## config.mk

```make
export PLATFORM = sky130hd
export DESIGN_NAME = dynamic_power_state_policy_core_flat
export DESIGN_NICKNAME = d
export VERILOG_FILES = /design/src/hw/rtl/dpsp_pkg.sv /design/src/hw/rtl/dpsp_if.sv /design/src/hw/rtl/dynamic_power_state_policy_core.sv /design/src/flat_wrapper.sv
export SDC_FILE = /design/constraint.sdc
export NUM_CORES = 2
export LEC_CHECK = 0
export BUFFER_PORTS_ARGS = -buffer_cell sky130_fd_sc_hd__buf_2
export CELL_PAD_IN_SITES_DETAIL_PLACEMENT = 0
export CELL_PAD_IN_SITES_GLOBAL_PLACEMENT = 1
export CORE_MARGIN = 1.5
export CORE_UTILIZATION = 44
export DETAILED_ROUTE_END_ITERATION = 12
export PLACE_DENSITY_LB_ADDON = 0.1
export SETUP_SLACK_MARGIN = 0.5
export SLEW_MARGIN = 20
export SYNTH_ARGS = -nofsm -noshare
export SYNTH_HDL_FRONTEND = slang
export SYNTH_SLANG_ARGS = --single-unit
```

## constraint.sdc

```tcl
create_clock -name clk_i -period 16.7 [get_ports clk_i]
set_input_delay 0.835 -clock clk_i [delete_from_list [all_inputs] [get_ports clk_i]]
set_output_delay 0.835 -clock clk_i [all_outputs]
set_load 0.02 [all_outputs]
```

## src/hw/rtl/dpsp_pkg.sv

```systemverilog
// Package with the shared types, constants and helpers of the power-state policy block.
`default_nettype none

package dpsp_pkg;

  // Depth of the idle-duration history window.
  localparam int unsigned HIST_DEPTH = 3;

  // Width of one serial multiplier pass and of its step counter.
  localparam int unsigned MUL_W = 16;
  localparam int unsigned CNT_W = $clog2(MUL_W);
  localparam logic [CNT_W-1:0] CNT_LAST = CNT_W'(MUL_W - 1);

  // Width of the prediction accumulator; holds any Q.8 prediction exactly.
  localparam int unsigned PW = 50;

  // Configuration register indexes.
  localparam int unsigned CFG_IDX_W = 3;
  localparam logic [CFG_IDX_W-1:0] REG_POLICY          = 3'd0;
  localparam logic [CFG_IDX_W-1:0] REG_TIMEOUT_IDLE    = 3'd1;
  localparam logic [CFG_IDX_W-1:0] REG_TIMEOUT_SLEEP   = 3'd2;
  localparam logic [CFG_IDX_W-1:0] REG_ALPHA_SQUARE    = 3'd3;
  localparam logic [CFG_IDX_W-1:0] REG_ALPHA_LINEAR    = 3'd4;
  localparam logic [CFG_IDX_W-1:0] REG_ALPHA_CONST     = 3'd5;
  localparam logic [CFG_IDX_W-1:0] REG_THRESHOLD_IDLE  = 3'd6;
  localparam logic [CFG_IDX_W-1:0] REG_THRESHOLD_SLEEP = 3'd7;

  // Item commands.
  localparam logic CMD_LOAD = 1'b0;
  localparam logic CMD_TICK = 1'b1;

  // Policy selection.
  localparam logic POLICY_TIMEOUT    = 1'b0;
  localparam logic POLICY_PREDICTIVE = 1'b1;

  // Decided power state.
  typedef enum logic [1:0] {
    PS_ACTIVE = 2'd0,
    PS_IDLE   = 2'd1,
    PS_SLEEP  = 2'd2
  } pstate_e;

  // Sequencer states.
  typedef enum logic [2:0] {
    F_IDLE,
    F_SQ,
    F_MSQ,
    F_MLIN,
    F_FIN
  } fsm_e;

  // Saturating increment of a 32-bit counter.
  function automatic logic [31:0] sat_inc32(input logic [31:0] v);
    sat_inc32 = (v == 32'hFFFF_FFFF) ? v : v + 32'd1;
  endfunction

endpackage

`default_nettype wire

```

## src/hw/rtl/dpsp_if.sv

```systemverilog
// Valid/ready channel interfaces for the input items and the result items.
`default_nettype none

interface dpsp_in_if;
  logic        valid;
  logic        ready;
  logic        command;
  logic [31:0] idle_start;
  logic [31:0] idle_end;

  modport source (output valid, command, idle_start, idle_end, input ready);
  modport sink   (input valid, command, idle_start, idle_end, output ready);
endinterface

interface dpsp_out_if;
  logic        valid;
  logic        ready;
  logic [1:0]  power_state;
  logic [31:0] tick_time;
  logic        state_changed;
  logic [31:0] transition_total;
  logic [31:0] waiting_ticks;
  logic [31:0] active_ticks;
  logic [31:0] idle_ticks;
  logic [31:0] sleep_ticks;
  logic        period_over;
  logic        rejected;

  modport source (output valid, power_state, tick_time, state_changed, transition_total,
                  waiting_ticks, active_ticks, idle_ticks, sleep_ticks, period_over,
                  rejected, input ready);
  modport sink   (input valid, power_state, tick_time, state_changed, transition_total,
                  waiting_ticks, active_ticks, idle_ticks, sleep_ticks, period_over,
                  rejected, output ready);
endinterface

`default_nettype wire

```

## src/hw/rtl/dynamic_power_state_policy_core.sv

```systemverilog
// A load or a timeout-policy tick passes through F_FIN into the output register.
// A predictive-policy tick first runs three 16-step passes of the
// bit-serial shift-add multiplier (newest^2, alpha_square term, alpha_linear term).
// F_FIN waits while a result is pending. Items are taken one at a time, again as soon
// as the sequencer is back in its idle state, even while a result waits in the output register.
// Reset: asynchronous active low; clears all configuration, policy state and counters.
`default_nettype none

module dynamic_power_state_policy_core import dpsp_pkg::*; (
  input  wire                 clk_i,
  input  wire                 rst_ni,
  input  wire                 cfg_we_i,
  input  wire [CFG_IDX_W-1:0] cfg_idx_i,
  input  wire [31:0]          cfg_wdata_i,
  dpsp_in_if.sink             item_in,
  dpsp_out_if.source          result_out
);

  // Configuration registers.
  logic        policy_q;
  logic [15:0] timeout_idle_q;
  logic [15:0] timeout_sleep_q;
  logic [15:0] alpha_square_q;
  logic [15:0] alpha_linear_q;
  logic [31:0] alpha_const_q;
  logic [15:0] threshold_idle_q;
  logic [15:0] threshold_sleep_q;

  // Policy state.
  logic [31:0] tick_q, tick_d;
  logic [31:0] pstart_q, pstart_d;
  logic [31:0] pend_q, pend_d;
  logic [15:0] hist_q [HIST_DEPTH];
  logic [15:0] hist_d [HIST_DEPTH];
  pstate_e     prev_q, prev_d;
  logic [31:0] trans_q, trans_d;
  logic [31:0] wait_q, wait_d;
  logic [31:0] act_q, act_d;
  logic [31:0] idl_q, idl_d;
  logic [31:0] slp_q, slp_d;

  // Sequencer and serial multiplier.
  fsm_e             fsm_q, fsm_d;
  logic [CNT_W-1:0] cnt_q, cnt_d;
  logic [PW-1:0]    acc_q, acc_d;
  logic [PW-1:0]    mc_q, mc_d;
  logic [MUL_W-1:0] mul_q, mul_d;

  // Latched input item.
  logic        cmd_q, cmd_d;
  logic [31:0] start_q, start_d;
  logic [31:0] end_q, end_d;

  // Output register.
  logic        ov_q, ov_d;
  pstate_e     o_state_q, o_state_d;
  logic [31:0] o_tick_q, o_tick_d;
  logic        o_changed_q, o_changed_d;
  logic        o_over_q, o_over_d;
  logic        o_rej_q, o_rej_d;

  // Combinational helpers.
  logic [PW-1:0] addend;
  logic [PW-1:0] step_sum;
  logic          step_last;
  logic          rej;
  logic [31:0]   diff;
  logic [15:0]   dur;
  logic [32:0]   lim_idle;
  logic [32:0]   lim_sleep;
  logic [PW-1:0] th_idle;
  logic [PW-1:0] th_sleep;
  pstate_e       decided;
  logic          slot_free;

  // Configuration writes.
  always_ff @(posedge clk_i or negedge rst_ni) begin
    if (!rst_ni) begin
      policy_q          <= POLICY_TIMEOUT;
      timeout_idle_q    <= '0;
      timeout_sleep_q   <= '0;
      alpha_square_q    <= '0;
      alpha_linear_q    <= '0;
      alpha_const_q     <= '0;
      threshold_idle_q  <= '0;
      threshold_sleep_q <= '0;
    end else if (cfg_we_i) begin
      case (cfg_idx_i)
        REG_POLICY:          policy_q          <= cfg_wdata_i[0];
        REG_TIMEOUT_IDLE:    timeout_idle_q    <= cfg_wdata_i[15:0];
        REG_TIMEOUT_SLEEP:   timeout_sleep_q   <= cfg_wdata_i[15:0];
        REG_ALPHA_SQUARE:    alpha_square_q    <= cfg_wdata_i[15:0];
        REG_ALPHA_LINEAR:    alpha_linear_q    <= cfg_wdata_i[15:0];
        REG_ALPHA_CONST:     alpha_const_q     <= cfg_wdata_i;
        REG_THRESHOLD_IDLE:  threshold_idle_q  <= cfg_wdata_i[15:0];
        REG_THRESHOLD_SLEEP: threshold_sleep_q <= cfg_wdata_i[15:0];
        default: ;
      endcase
    end
  end

  // One shift-add step: the multiplier's low bit selects the shifted multiplicand.
  // The top bit of alpha_square carries negative weight, so its step subtracts.
  assign addend    = mul_q[0] ? mc_q : '0;
  assign step_last = (cnt_q == CNT_LAST);
  assign step_sum  = (fsm_q == F_MSQ && step_last) ? acc_q - addend : acc_q + addend;

  // Rejection and the new history entry.
  assign diff = end_q - start_q;
  assign dur  = (diff[31:16] != 16'd0) ? 16'hFFFF : diff[15:0];
  assign rej  = (cmd_q == CMD_LOAD) ? (end_q < start_q) : (tick_q >= pend_q);

  // Timeout limits and prediction thresholds.
  assign lim_idle  = {1'b0, pstart_q} + {17'd0, timeout_idle_q};
  assign lim_sleep = {1'b0, pstart_q} + {17'd0, timeout_sleep_q};
  assign th_idle   = PW'({threshold_idle_q, 8'h00});
  assign th_sleep  = PW'({threshold_sleep_q, 8'h00});

  // State decision for the current tick.
  always_comb begin
    decided = PS_ACTIVE;
    if (policy_q == POLICY_TIMEOUT) begin
      if ({1'b0, tick_q} > lim_idle) begin
        decided = PS_IDLE;
        if (timeout_sleep_q > timeout_idle_q && {1'b0, tick_q} > lim_sleep) begin
          decided = PS_SLEEP;
        end
      end
    end else if (tick_q >= pstart_q) begin
      if ($signed(acc_q) >= $signed(th_idle)) begin
        decided = PS_IDLE;
        if ($signed(acc_q) >= $signed(th_sleep) && threshold_sleep_q > threshold_idle_q) begin
          decided = PS_SLEEP;
        end
      end
    end
  end

  assign slot_free     = !ov_q || result_out.ready;
  assign item_in.ready = (fsm_q == F_IDLE);

  // Sequencer: next state, serial datapath and state update.
  always_comb begin
    fsm_d       = fsm_q;
    cnt_d       = cnt_q;
    acc_d       = acc_q;
    mc_d        = mc_q;
    mul_d       = mul_q;
    cmd_d       = cmd_q;
    start_d     = start_q;
    end_d       = end_q;
    tick_d      = tick_q;
    pstart_d    = pstart_q;
    pend_d      = pend_q;
    hist_d      = hist_q;
    prev_d      = prev_q;
    trans_d     = trans_q;
    wait_d      = wait_q;
    act_d       = act_q;
    idl_d       = idl_q;
    slp_d       = slp_q;
    ov_d        = ov_q && !result_out.ready;
    o_state_d   = o_state_q;
    o_tick_d    = o_tick_q;
    o_changed_d = o_changed_q;
    o_over_d    = o_over_q;
    o_rej_d     = o_rej_q;

    case (fsm_q)
      F_IDLE: begin
        if (item_in.valid) begin
          cmd_d   = item_in.command;
          start_d = item_in.idle_start;
          end_d   = item_in.idle_end;
          if (item_in.command == CMD_TICK && policy_q == POLICY_PREDICTIVE) begin
            fsm_d = F_SQ;
            cnt_d = '0;
            acc_d = '0;
            mc_d  = PW'(hist_q[HIST_DEPTH-1]);
            mul_d = hist_q[HIST_DEPTH-1];
          end else begin
            fsm_d = F_FIN;
          end
        end
      end
      F_SQ, F_MSQ, F_MLIN: begin
        acc_d = step_sum;
        mc_d  = mc_q << 1;
        mul_d = mul_q >> 1;
        cnt_d = cnt_q + 1'b1;
        if (step_last) begin
          case (fsm_q)
            F_SQ: begin
              // Square done: it becomes the multiplicand, the constant seeds the sum.
              fsm_d = F_MSQ;
              mc_d  = PW'(step_sum[31:0]);
              mul_d = alpha_square_q;
              acc_d = {{(PW-32){alpha_const_q[31]}}, alpha_const_q};
            end
            F_MSQ: begin
              fsm_d = F_MLIN;
              mc_d  = {{(PW-16){alpha_linear_q[15]}}, alpha_linear_q};
              mul_d = hist_q[HIST_DEPTH-2];
            end
            default: begin
              fsm_d = F_FIN;
            end
          endcase
        end
      end
      F_FIN: begin
        if (slot_free) begin
          fsm_d       = F_IDLE;
          ov_d        = 1'b1;
          o_state_d   = prev_q;
          o_tick_d    = tick_q;
          o_changed_d = 1'b0;
          o_over_d    = 1'b0;
          o_rej_d     = rej;
          if (!rej) begin
            if (cmd_q == CMD_LOAD) begin
              // Store the period and shift its duration into the history.
              pstart_d = start_q;
              pend_d   = end_q;
              for (int i = 0; i < HIST_DEPTH - 1; i++) begin
                hist_d[i] = hist_q[i+1];
              end
              hist_d[HIST_DEPTH-1] = dur;
            end else begin
              o_state_d = decided;
              if (decided != prev_q) begin
                o_changed_d = 1'b1;
                trans_d     = sat_inc32(trans_q);
              end
              case (decided)
                PS_ACTIVE: act_d = sat_inc32(act_q);
                PS_IDLE:   idl_d = sat_inc32(idl_q);
                PS_SLEEP:  slp_d = sat_inc32(slp_q);
                default: ;
              endcase
              if (decided == PS_ACTIVE && tick_q >= pstart_q) begin
                wait_d = sat_inc32(wait_q);
              end
              prev_d   = decided;
              tick_d   = tick_q + 32'd1;
              o_over_d = ((tick_q + 32'd1) == pend_q);
            end
          end
        end
      end
      default: begin
        fsm_d = F_IDLE;
      end
    endcase
  end

  // Control and policy state registers.
  always_ff @(posedge clk_i or negedge rst_ni) begin
    if (!rst_ni) begin
      fsm_q    <= F_IDLE;
      cnt_q    <= '0;
      ov_q     <= 1'b0;
      tick_q   <= '0;
      pstart_q <= '0;
      pend_q   <= '0;
      for (int i = 0; i < HIST_DEPTH; i++) begin
        hist_q[i] <= '0;
      end
      prev_q   <= PS_ACTIVE;
      trans_q  <= '0;
      wait_q   <= '0;
      act_q    <= '0;
      idl_q    <= '0;
      slp_q    <= '0;
    end else begin
      fsm_q    <= fsm_d;
      cnt_q    <= cnt_d;
      ov_q     <= ov_d;
      tick_q   <= tick_d;
      pstart_q <= pstart_d;
      pend_q   <= pend_d;
      hist_q   <= hist_d;
      prev_q   <= prev_d;
      trans_q  <= trans_d;
      wait_q   <= wait_d;
      act_q    <= act_d;
      idl_q    <= idl_d;
      slp_q    <= slp_d;
    end
  end

  // Payload registers of the datapath and the output.
  always_ff @(posedge clk_i) begin
    acc_q       <= acc_d;
    mc_q        <= mc_d;
    mul_q       <= mul_d;
    cmd_q       <= cmd_d;
    start_q     <= start_d;
    end_q       <= end_d;
    o_state_q   <= o_state_d;
    o_tick_q    <= o_tick_d;
    o_changed_q <= o_changed_d;
    o_over_q    <= o_over_d;
    o_rej_q     <= o_rej_d;
  end

  // Result channel.
  assign result_out.valid            = ov_q;
  assign result_out.power_state      = o_state_q;
  assign result_out.tick_time        = o_tick_q;
  assign result_out.state_changed    = o_changed_q;
  assign result_out.transition_total = trans_q;
  assign result_out.waiting_ticks    = wait_q;
  assign result_out.active_ticks     = act_q;
  assign result_out.idle_ticks       = idl_q;
  assign result_out.sleep_ticks      = slp_q;
  assign result_out.period_over      = o_over_q;
  assign result_out.rejected         = o_rej_q;

  // The transition count never goes backward.
  a_trans_mono: assert property (@(posedge clk_i) disable iff (!rst_ni)
    (fsm_q != F_IDLE) |=> (trans_q >= $past(trans_q)))
    else $error("transition count decreased");

  // A pending result blocks the final step until it is taken.
  a_fin_hold: assert property (@(posedge clk_i) disable iff (!rst_ni)
    (fsm_q == F_FIN && ov_q && !result_out.ready) |=> (fsm_q == F_FIN && ov_q))
    else $error("result written over a pending result");

  // The square pass hands over to the alpha_square pass after its last step.
  a_sq_next: assert property (@(posedge clk_i) disable iff (!rst_ni)
    (fsm_q == F_SQ && step_last) |=> (fsm_q == F_MSQ && cnt_q == '0))
    else $error("serial pass sequencing broken");

  // The tick only advances on a finished, accepted tick transaction.
  a_tick_step: assert property (@(posedge clk_i) disable iff (!rst_ni)
    (tick_q != $past(tick_q)) |-> ($past(fsm_q) == F_FIN && $past(cmd_q) == CMD_TICK))
    else $error("tick advanced outside a tick transaction");

endmodule

`default_nettype wire
```

## src/flat_wrapper.sv

```systemverilog
// flat-port wrapper written by rule: the top's interface ports become plain ports
module dynamic_power_state_policy_core_flat import dpsp_pkg::*;
  (clk_i, rst_ni, cfg_we_i, cfg_idx_i, cfg_wdata_i, item_in_valid, item_in_command, item_in_idle_start, item_in_idle_end, item_in_ready, result_out_valid, result_out_power_state, result_out_tick_time, result_out_state_changed, result_out_transition_total, result_out_waiting_ticks, result_out_active_ticks, result_out_idle_ticks, result_out_sleep_ticks, result_out_period_over, result_out_rejected, result_out_ready);
  dpsp_in_if item_in_i ();
  dpsp_out_if result_out_i ();
  input  wire clk_i;
  input  wire rst_ni;
  input  wire cfg_we_i;
  input  wire [CFG_IDX_W-1:0] cfg_idx_i;
  input  wire [31:0] cfg_wdata_i;
  input wire logic [$bits(item_in_i.valid)-1:0] item_in_valid;
  input wire logic [$bits(item_in_i.command)-1:0] item_in_command;
  input wire logic [$bits(item_in_i.idle_start)-1:0] item_in_idle_start;
  input wire logic [$bits(item_in_i.idle_end)-1:0] item_in_idle_end;
  output wire logic [$bits(item_in_i.ready)-1:0] item_in_ready;
  output wire logic [$bits(result_out_i.valid)-1:0] result_out_valid;
  output wire logic [$bits(result_out_i.power_state)-1:0] result_out_power_state;
  output wire logic [$bits(result_out_i.tick_time)-1:0] result_out_tick_time;
  output wire logic [$bits(result_out_i.state_changed)-1:0] result_out_state_changed;
  output wire logic [$bits(result_out_i.transition_total)-1:0] result_out_transition_total;
  output wire logic [$bits(result_out_i.waiting_ticks)-1:0] result_out_waiting_ticks;
  output wire logic [$bits(result_out_i.active_ticks)-1:0] result_out_active_ticks;
  output wire logic [$bits(result_out_i.idle_ticks)-1:0] result_out_idle_ticks;
  output wire logic [$bits(result_out_i.sleep_ticks)-1:0] result_out_sleep_ticks;
  output wire logic [$bits(result_out_i.period_over)-1:0] result_out_period_over;
  output wire logic [$bits(result_out_i.rejected)-1:0] result_out_rejected;
  input wire logic [$bits(result_out_i.ready)-1:0] result_out_ready;
  assign item_in_i.valid = item_in_valid;
  assign item_in_i.command = item_in_command;
  assign item_in_i.idle_start = item_in_idle_start;
  assign item_in_i.idle_end = item_in_idle_end;
  assign item_in_ready = item_in_i.ready;
  assign result_out_valid = result_out_i.valid;
  assign result_out_power_state = result_out_i.power_state;
  assign result_out_tick_time = result_out_i.tick_time;
  assign result_out_state_changed = result_out_i.state_changed;
  assign result_out_transition_total = result_out_i.transition_total;
  assign result_out_waiting_ticks = result_out_i.waiting_ticks;
  assign result_out_active_ticks = result_out_i.active_ticks;
  assign result_out_idle_ticks = result_out_i.idle_ticks;
  assign result_out_sleep_ticks = result_out_i.sleep_ticks;
  assign result_out_period_over = result_out_i.period_over;
  assign result_out_rejected = result_out_i.rejected;
  assign result_out_i.ready = result_out_ready;
  dynamic_power_state_policy_core u_core (.clk_i(clk_i), .rst_ni(rst_ni), .cfg_we_i(cfg_we_i), .cfg_idx_i(cfg_idx_i), .cfg_wdata_i(cfg_wdata_i), .item_in(item_in_i), .result_out(result_out_i));
endmodule
```

---- Word-level counts from Yosys, hierarchy flattened ----
Index checks and enable logic that the tools add are counted.
cells by class
  $add $sub $neg .......................... 12
  order comparisons ....................... 9
  equality and inequality tests ........... 25
  mux-type cells .......................... 39
  bitwise operators ....................... 7
  reductions and logical operators ........ 35
operator list
  cell                   count
  $mux 50                9
  $pmux 50 s2            3
  $add 32x1->32 const B  6
  $eq 32x32->1 const B   5
  $ge 50x25->1           2
  $add 32x16->33         2
  $gt 32x33->1           2
  $ge 32x32->1           2
  $mux 16                4
  $pmux 16 s2            2
  $add 50x50->50         1
  $sub 50x50->50         1
  $eq 32x32->1           1
  $gt 16x16->1           2
  $lt 32x32->1           1
  $sub 32x32->32         1
  $reduce_and 6->1       5
  $reduce_and 2->1       10
  $mux 2                 8
  $reduce_bool 16->1     1
  $eq 3x3->1 const B     5
  $eq 3x2->1 const B     4
  $mux 3                 4
  $pmux 3 s3             1
  other kinds (23)       45
storage, ports and cells
  register bits after elaboration ......... 645
  output and inout bits ................... 199

---- Longest topological paths before layout ----
  depth after elaboration ................. 9
  gate-level depth with buffers ........... 26
  depth with buffers taken out ............ 24

---- Worst setup path after synthesis ----
Ideal clock, no wire load.
  path kind ............................... register to register
  from .................................... reg u_core.pstart_q[1]
  to ...................................... reg u_core.act_q[25] (netlist: u_core.result_out.active_ticks[25])
  library setup time ...................... 0.080 ns
  arrival ................................. 5.557 ns
  slack ................................... 11.063 ns
  cell stages (with the launch flop) ...... 27
  clock period less this slack ............ 5.637 ns
  cells stage by stage .................... dfrtp_1 -> ha_1 -> a21o_1 -> a21oi_1 -> o21bai_1 -> a21oi_1 -> nor2b_1 -> o41a_1 -> a21oi_1 -> a31oi_1 -> a21oi_1 -> nor2_1 -> xnor2_1 -> ha_1 -> nand3_1 -> or4_1 -> nor4_1 -> nor2_1 -> a21oi_1 -> o32ai_2 -> and3b_1 -> buf_2 -> nand4_2 -> or3_1 -> buf_2 -> nor2_1 -> xor2_1
on the way
  word-level cells in the longest chain between the ends .. 8
RTL lines
  item                                   RTL line                                source
  start, declared                        dynamic_power_state_policy_core.sv:31   logic [31:0] pstart_q, pstart_d;
  start signal, assigned                 dynamic_power_state_policy_core.sv:280  pstart_q <= pstart_d;
  $add 32x16->33                         dynamic_power_state_policy_core.sv:115  assign lim_sleep = {1'b0, pstart_q} + {17'd0, timeout_sleep_q};
  $gt 32x33->1                           dynamic_power_state_policy_core.sv:125  if (timeout_sleep_q > timeout_idle_q && {1'b0, tick_q} > lim_sleep) begin
  $logic_and 1x1->1                      dynamic_power_state_policy_core.sv:125
  $mux 2                                 dynamic_power_state_policy_core.sv:125
  $mux 2                                 dynamic_power_state_policy_core.sv:123  if ({1'b0, tick_q} > lim_idle) begin
  $mux 2 (*)                             dynamic_power_state_policy_core.sv:122  if (policy_q == POLICY_TIMEOUT) begin
  $logic_not 2->1 (*)                    dynamic_power_state_policy_core.sv:235  case (decided)
  $reduce_and 6->1 (no source line) (*)  n/a
  end signal, assigned                   dynamic_power_state_policy_core.sv:286  act_q <= act_d;
  end, declared                          dynamic_power_state_policy_core.sv:38   logic [31:0] act_q, act_d;
Mark *: on every way between the ends. The rest lies on a longest branch, timed or not.
A chain may end at the register's enable or synchronous reset.

---- Worst setup path in the final report ----
  from .................................... reg u_core.pstart_q[1]
  to ...................................... reg u_core.wait_q[21] (netlist: u_core.result_out.waiting_ticks[21])
on the way
  word-level cells in the longest chain between the ends .. 9
RTL lines
  item                                   RTL line                                source
  $add 32x16->33                         dynamic_power_state_policy_core.sv:115
  $gt 32x33->1                           dynamic_power_state_policy_core.sv:125
  $logic_and 1x1->1                      dynamic_power_state_policy_core.sv:125
  $mux 2                                 dynamic_power_state_policy_core.sv:125
  $mux 2                                 dynamic_power_state_policy_core.sv:123
  $mux 2                                 dynamic_power_state_policy_core.sv:122
  $logic_not 2->1                        dynamic_power_state_policy_core.sv:241  if (decided == PS_ACTIVE && tick_q >= pstart_q) begin
  $logic_and 1x1->1 (*)                  dynamic_power_state_policy_core.sv:241
  $reduce_and 6->1 (no source line) (*)  n/a
  end signal, assigned                   dynamic_power_state_policy_core.sv:285  wait_q <= wait_d;
  end, declared                          dynamic_power_state_policy_core.sv:37   logic [31:0] wait_q, wait_d;
Marked as above.

==> flow_results.xml <==
<?xml version="1.0" encoding="UTF-8"?>
<metrics>
  <group name="run_status">
    <metric name="status" unit="">finished clean</metric>
  </group>
  <group name="cells_and_area">
    <metric name="most_frequent_cells_in_the_layout" unit="">sky130_fd_sc_hd__dfrtp_1, sky130_fd_sc_hd__nand2_1, sky130_fd_sc_hd__ha_1</metric>
    <metric name="area_growth_syn_to_layout" unit="%">13.96</metric>
    <metric name="mostFrequentLayoutCell" unit="">sky130_fd_sc_hd__dfrtp_1</metric>
    <metric name="finish.utilization" unit="">0.5077</metric>
    <metric name="fill_cells" unit="">8171</metric>
    <metric name="top_regs" unit="">u_core.acc_q: 50 flops, u_core.mc_q: 50 flops</metric>
    <metric name="finalNetCount" unit="">4616</metric>
    <metric name="proportion_of_layout_cells_with_a_drive_suffix_above_1" unit="">0.1475</metric>
    <metric name="stdcell_area" unit="mm^2">0.04418</metric>
  </group>
  <group name="critical_path">
    <metric name="cp.buffers_inverters" unit="">0</metric>
    <metric name="critPathCaptureType" unit="">flip-flop</metric>
    <metric name="path_cells" unit="">ha_1 &gt; a21o_1 &gt; a21oi_1 &gt; o21bai_1 &gt; a21oi_1 &gt; nor2b_1 &gt; o41a_1 &gt; a21oi_1 &gt; a31oi_1 &gt; a21oi_1 &gt; nor2_1 &gt; xnor2_1 &gt; ha_1 &gt; nand3_1 &gt; or4_1 &gt; nor4_1 &gt; nor2_1 &gt; a21oi_1 &gt; o32ai_2 &gt; nor4b_4 &gt; nand3_1 &gt; nor2_1 &gt; nand3_1 &gt; xnor2_1</metric>
    <metric name="timing.critical_path.from_type" unit="">flip-flop</metric>
    <metric name="cpPeakStageDelay" unit="ps">640</metric>
    <metric name="timing.critical_path.max_delay_family" unit="">simple AND/OR/NAND/NOR gates</metric>
    <metric name="criticalPathCategory" unit="">reg2reg</metric>
    <metric name="timing.critical_path.slowest_stage_cell" unit="">sky130_fd_sc_hd__nor4b_4</metric>
    <metric name="cp_common_cell" unit="">sky130_fd_sc_hd__a21oi_1</metric>
    <metric name="critical_path_peak_fanout" unit="">8</metric>
    <metric name="cp_data_required_time" unit="ps">17220</metric>
    <metric name="worst-endpoint-arrival" unit="ps">7610</metric>
  </group>
  <group name="sta">
    <metric name="worst_pin_slew" unit="ps">1107</metric>
    <metric name="setup_viol" unit="">0</metric>
    <metric name="timing.max_slew.rel_slack" unit="">0.2583</metric>
    <metric name="final_period_minus_worst_setup_slack" unit="ps">7091</metric>
    <metric name="setup-tns-final" unit="ps">0</metric>
    <metric name="grt_setup_unrepaired" unit="">false</metric>
    <metric name="achievable-frequency" unit="MHz">141.0</metric>
    <metric name="finalHoldViolCount" unit="">0</metric>
    <metric name="final.period_utilization" unit="">0.4246</metric>
    <metric name="pins_over_slew_limit" unit="">0</metric>
    <metric name="finalClockSkew" unit="ps">34.24</metric>
  </group>
  <group name="power">
    <metric name="pwr_density_cell" unit="mW/mm^2">190.2</metric>
    <metric name="p_leak" unit="nW">19.89</metric>
    <metric name="worst_ir_drop_vdd" unit="uV">112.5</metric>
  </group>
  <group name="routing">
    <metric name="drt_iter0_drc" unit="">2361</metric>
    <metric name="routed_wirelength" unit="um">119400</metric>
    <metric name="drt_pass1_iterations" unit="">5</metric>
    <metric name="vias_per_cell" unit="">5.622</metric>
    <metric name="drc" unit="">0</metric>
    <metric name="via_count" unit="">30449</metric>
    <metric name="routed_wirelength_normalized_by_instance_count" unit="um">22.04</metric>
    <metric name="drtAntennaViolNets" unit="">0</metric>
  </group>
  <group name="logic_synthesis">
    <metric name="yosysWarnings" unit="">0</metric>
    <metric name="synth-main-ff-cell" unit="">sky130_fd_sc_hd__dfrtp_1</metric>
    <metric name="synth_top_family_by_area" unit="">simple AND/OR/NAND/NOR gates</metric>
    <metric name="synth_simple_gate_area_frac" unit="">0.1545</metric>
    <metric name="compound_gate_fraction_of_synth_area" unit="">0.1410</metric>
    <metric name="register_bit_count_reported_by_yosys" unit="">645</metric>
    <metric name="post_synthesis_cells" unit="">3907</metric>
    <metric name="netlist-cell-type-count" unit="">93</metric>
    <metric name="syn_avg_cell_area" unit="um^2">9.924</metric>
    <metric name="synth_edf_count" unit="">218</metric>
    <metric name="synth_fp_nets" unit="">4329</metric>
    <metric name="yosys.area_share.xor_xnor" unit="">0.08632</metric>
    <metric name="async_set_reset_flop_share_out_of_synthesis" unit="">0.6620</metric>
    <metric name="yosysSeqAreaShare" unit="">0.4444</metric>
    <metric name="synth.cell_area" unit="mm^2">0.03877</metric>
    <metric name="synth_adder_area_share" unit="">0.1031</metric>
    <metric name="synth.area.mux_share" unit="">0.03592</metric>
  </group>
  <group name="hold_path">
    <metric name="hp-class" unit="">in2async</metric>
  </group>
  <group name="clock_tree">
    <metric name="post_cts_hold_buffer_count" unit="">0</metric>
    <metric name="clk_transition_reported_paths" unit="ps">60</metric>
    <metric name="cts-buffers-inserted" unit="">78</metric>
    <metric name="clock_latency" unit="ps">660</metric>
    <metric name="cts.sinks" unit="">645</metric>
    <metric name="cts-resized-gates" unit="">0</metric>
    <metric name="cts_setup_buffers" unit="">0</metric>
    <metric name="clock_path_buffers" unit="">3</metric>
    <metric name="clockRootBuffer" unit="">sky130_fd_sc_hd__clkbuf_16</metric>
    <metric name="cts_htree_levels" unit="">3</metric>
    <metric name="cts_tree" unit="">yes</metric>
  </group>
  <group name="global_route">
    <metric name="number_of_antenna_violations_at_the_first_check_in_global_routing" unit="">9</metric>
    <metric name="largest_net_degree_at_the_start_of_global_routing" unit="">83</metric>
    <metric name="wire_length_of_the_first_global_routing_pass" unit="um">183500</metric>
    <metric name="grt_use_total" unit="">0.2642</metric>
    <metric name="global_route.overflow_total" unit="">0</metric>
    <metric name="grt_pass1_vias" unit="">30056</metric>
  </group>
  <group name="floorplan">
    <metric name="die_h" unit="um">299.9</metric>
    <metric name="chipWidth" unit="um">299.9</metric>
    <metric name="core-area" unit="mm^2">0.08702</metric>
    <metric name="ioPinCount" unit="">304</metric>
    <metric name="initial_core_util" unit="">0.4456</metric>
    <metric name="floorplan.die_area" unit="mm^2">0.08991</metric>
    <metric name="placement_rows" unit="">108</metric>
  </group>
  <group name="place">
    <metric name="gpl.final_weighted_congestion" unit="">0.8930</metric>
    <metric name="post_dp_cell_area" unit="mm^2">0.04152</metric>
    <metric name="placement.io_buffers" unit="">303</metric>
    <metric name="dpl.hpwl" unit="um">88460</metric>
  </group>
  <group name="flow_run">
    <metric name="max_cap_violations" unit="">0</metric>
  </group>
</metrics>
[cell families after synthesis]
group | count (synthesis)
AO/OA/AOI/OAI | 855
buffers and inverters | 348
flip-flops | 645
adder cells (fa/ha/maj) | 317
AND/OR/NAND/NOR | 1238
XOR/XNOR | 380
multiplexers | 124
[worst paths after layout]
| check | from | to | slack (ps) | cells after the start |
|---|---|---|---|---|
| min in group clk_i | item_in_idle_end[28] | u_core.end_q[28] | 350 | 1 |
| worst min-delay path | rst_ni | u_core.result_out.transition_total[18] | 130 | 1 |
| worst max-delay path | u_core.pstart_q[1] | u_core.result_out.waiting_ticks[21] | 9610 | 24 |
| max in group asynchronous | rst_ni | u_core.result_out.idle_ticks[0] | 13860 | 4 |
| worst min register to register | u_core.hist_q[19] | u_core.hist_q[19] | 480 | 2 |
| worst max register to register | u_core.pstart_q[1] | u_core.result_out.waiting_ticks[21] | 9610 | 24 |
[metrics by stage]
step | power [W] | worst slack (ps) | hold WS (ps) | instances
final | 0.008404 | 9609 | 131.0 | 5416
after global routing | 0.009042 | 9005 | 158.3 | 5416
after CTS | 0.008427 | 9424 | 122.1 | 5410
after detailed placement | 0.006629 | 9485 | 463.3 | 5267
after global placement | 0.006631 | 9527 | 460.4 | 5267
after floorplan | 0.005451 | 11060 | 445.1 | 3907
[report_power, final]
| part | internal, W | switching (W) | total, W |
|---|---|---|---|
| Clock | 0.00103 | 0.000717 | 0.00175 |
| Sequential | 0.00219 | 0.000435 | 0.00263 |
| Combinational | 0.00158 | 0.00245 | 0.00403 |
| Total | 0.00481 | 0.00360 | 0.00840 |
[layout make-up]
type,count,area [um^2],area share
multi-input combinational,2914,20260,0.4586
sequential,645,17230,0.3900
inverter,219,824.5,0.01866
tap,1155,1445,0.03271
clock buffer,109,2192,0.04961
antenna,4,10.01,0.0002265
clock inverter,34,415.4,0.009401
timing repair buffer,336,1802,0.04078
[Yosys cell counts (all sizes together) (16+ instances only)]
library cell	n	share of area
nand4	89	0.015
a21oi	253	0.033
a211oi	27	0.0054
a221oi	41	0.0093
edfxtp	218	0.17
clkbuf	105	0.010
inv	219	0.021
nor2b	27	0.0044
ha	313	0.10
or3	16	0.0026
o21a	19	0.0037
nand3	123	0.016
nand2b	26	0.0042
and3	54	0.0087
and2	25	0.0040
a22o	30	0.0068
and4	23	0.0053
nor3	78	0.010
nor4	32	0.0067
buf	24	0.0033
a21o	70	0.014
xor2	137	0.031
nand2	423	0.041
a31oi	22	0.0035
o211ai	25	0.0052
nor2	273	0.026
mux2	121	0.035
xnor2	243	0.055
o21ai	219	0.028
dfrtp	427	0.28
[worst register-to-register path: stages, from the launching register on]
cell and delay, ps:
sky130_fd_sc_hd__dfrtp_1 430, sky130_fd_sc_hd__ha_1 320, sky130_fd_sc_hd__a21o_1 180, sky130_fd_sc_hd__a21oi_1 210, sky130_fd_sc_hd__o21bai_1 90, sky130_fd_sc_hd__a21oi_1 220, sky130_fd_sc_hd__nor2b_1 90, sky130_fd_sc_hd__o41a_1 360
sky130_fd_sc_hd__a21oi_1 260, sky130_fd_sc_hd__a31oi_1 200, sky130_fd_sc_hd__a21oi_1 620, sky130_fd_sc_hd__nor2_1 120, sky130_fd_sc_hd__xnor2_1 150, sky130_fd_sc_hd__ha_1 300, sky130_fd_sc_hd__nand3_1 140, sky130_fd_sc_hd__or4_1 590
sky130_fd_sc_hd__nor4_1 340, sky130_fd_sc_hd__nor2_1 80, sky130_fd_sc_hd__a21oi_1 250, sky130_fd_sc_hd__o32ai_2 170, sky130_fd_sc_hd__nor4b_4 640, sky130_fd_sc_hd__nand3_1 380, sky130_fd_sc_hd__nor2_1 510, sky130_fd_sc_hd__nand3_1 170
sky130_fd_sc_hd__xnor2_1 160
[layer usage]
metal / part of all wire / global-route usage / wire, um
met5: 0 / 0 / 0
met4: 0.028 / 0.08045 / 3383
met3: 0.041 / 0.03064 / 4845
met2: 0.47 / 0.4337 / 56450
met1: 0.46 / 0.3660 / 54700
No activity file was read; power rests on OpenSTA's default activity.
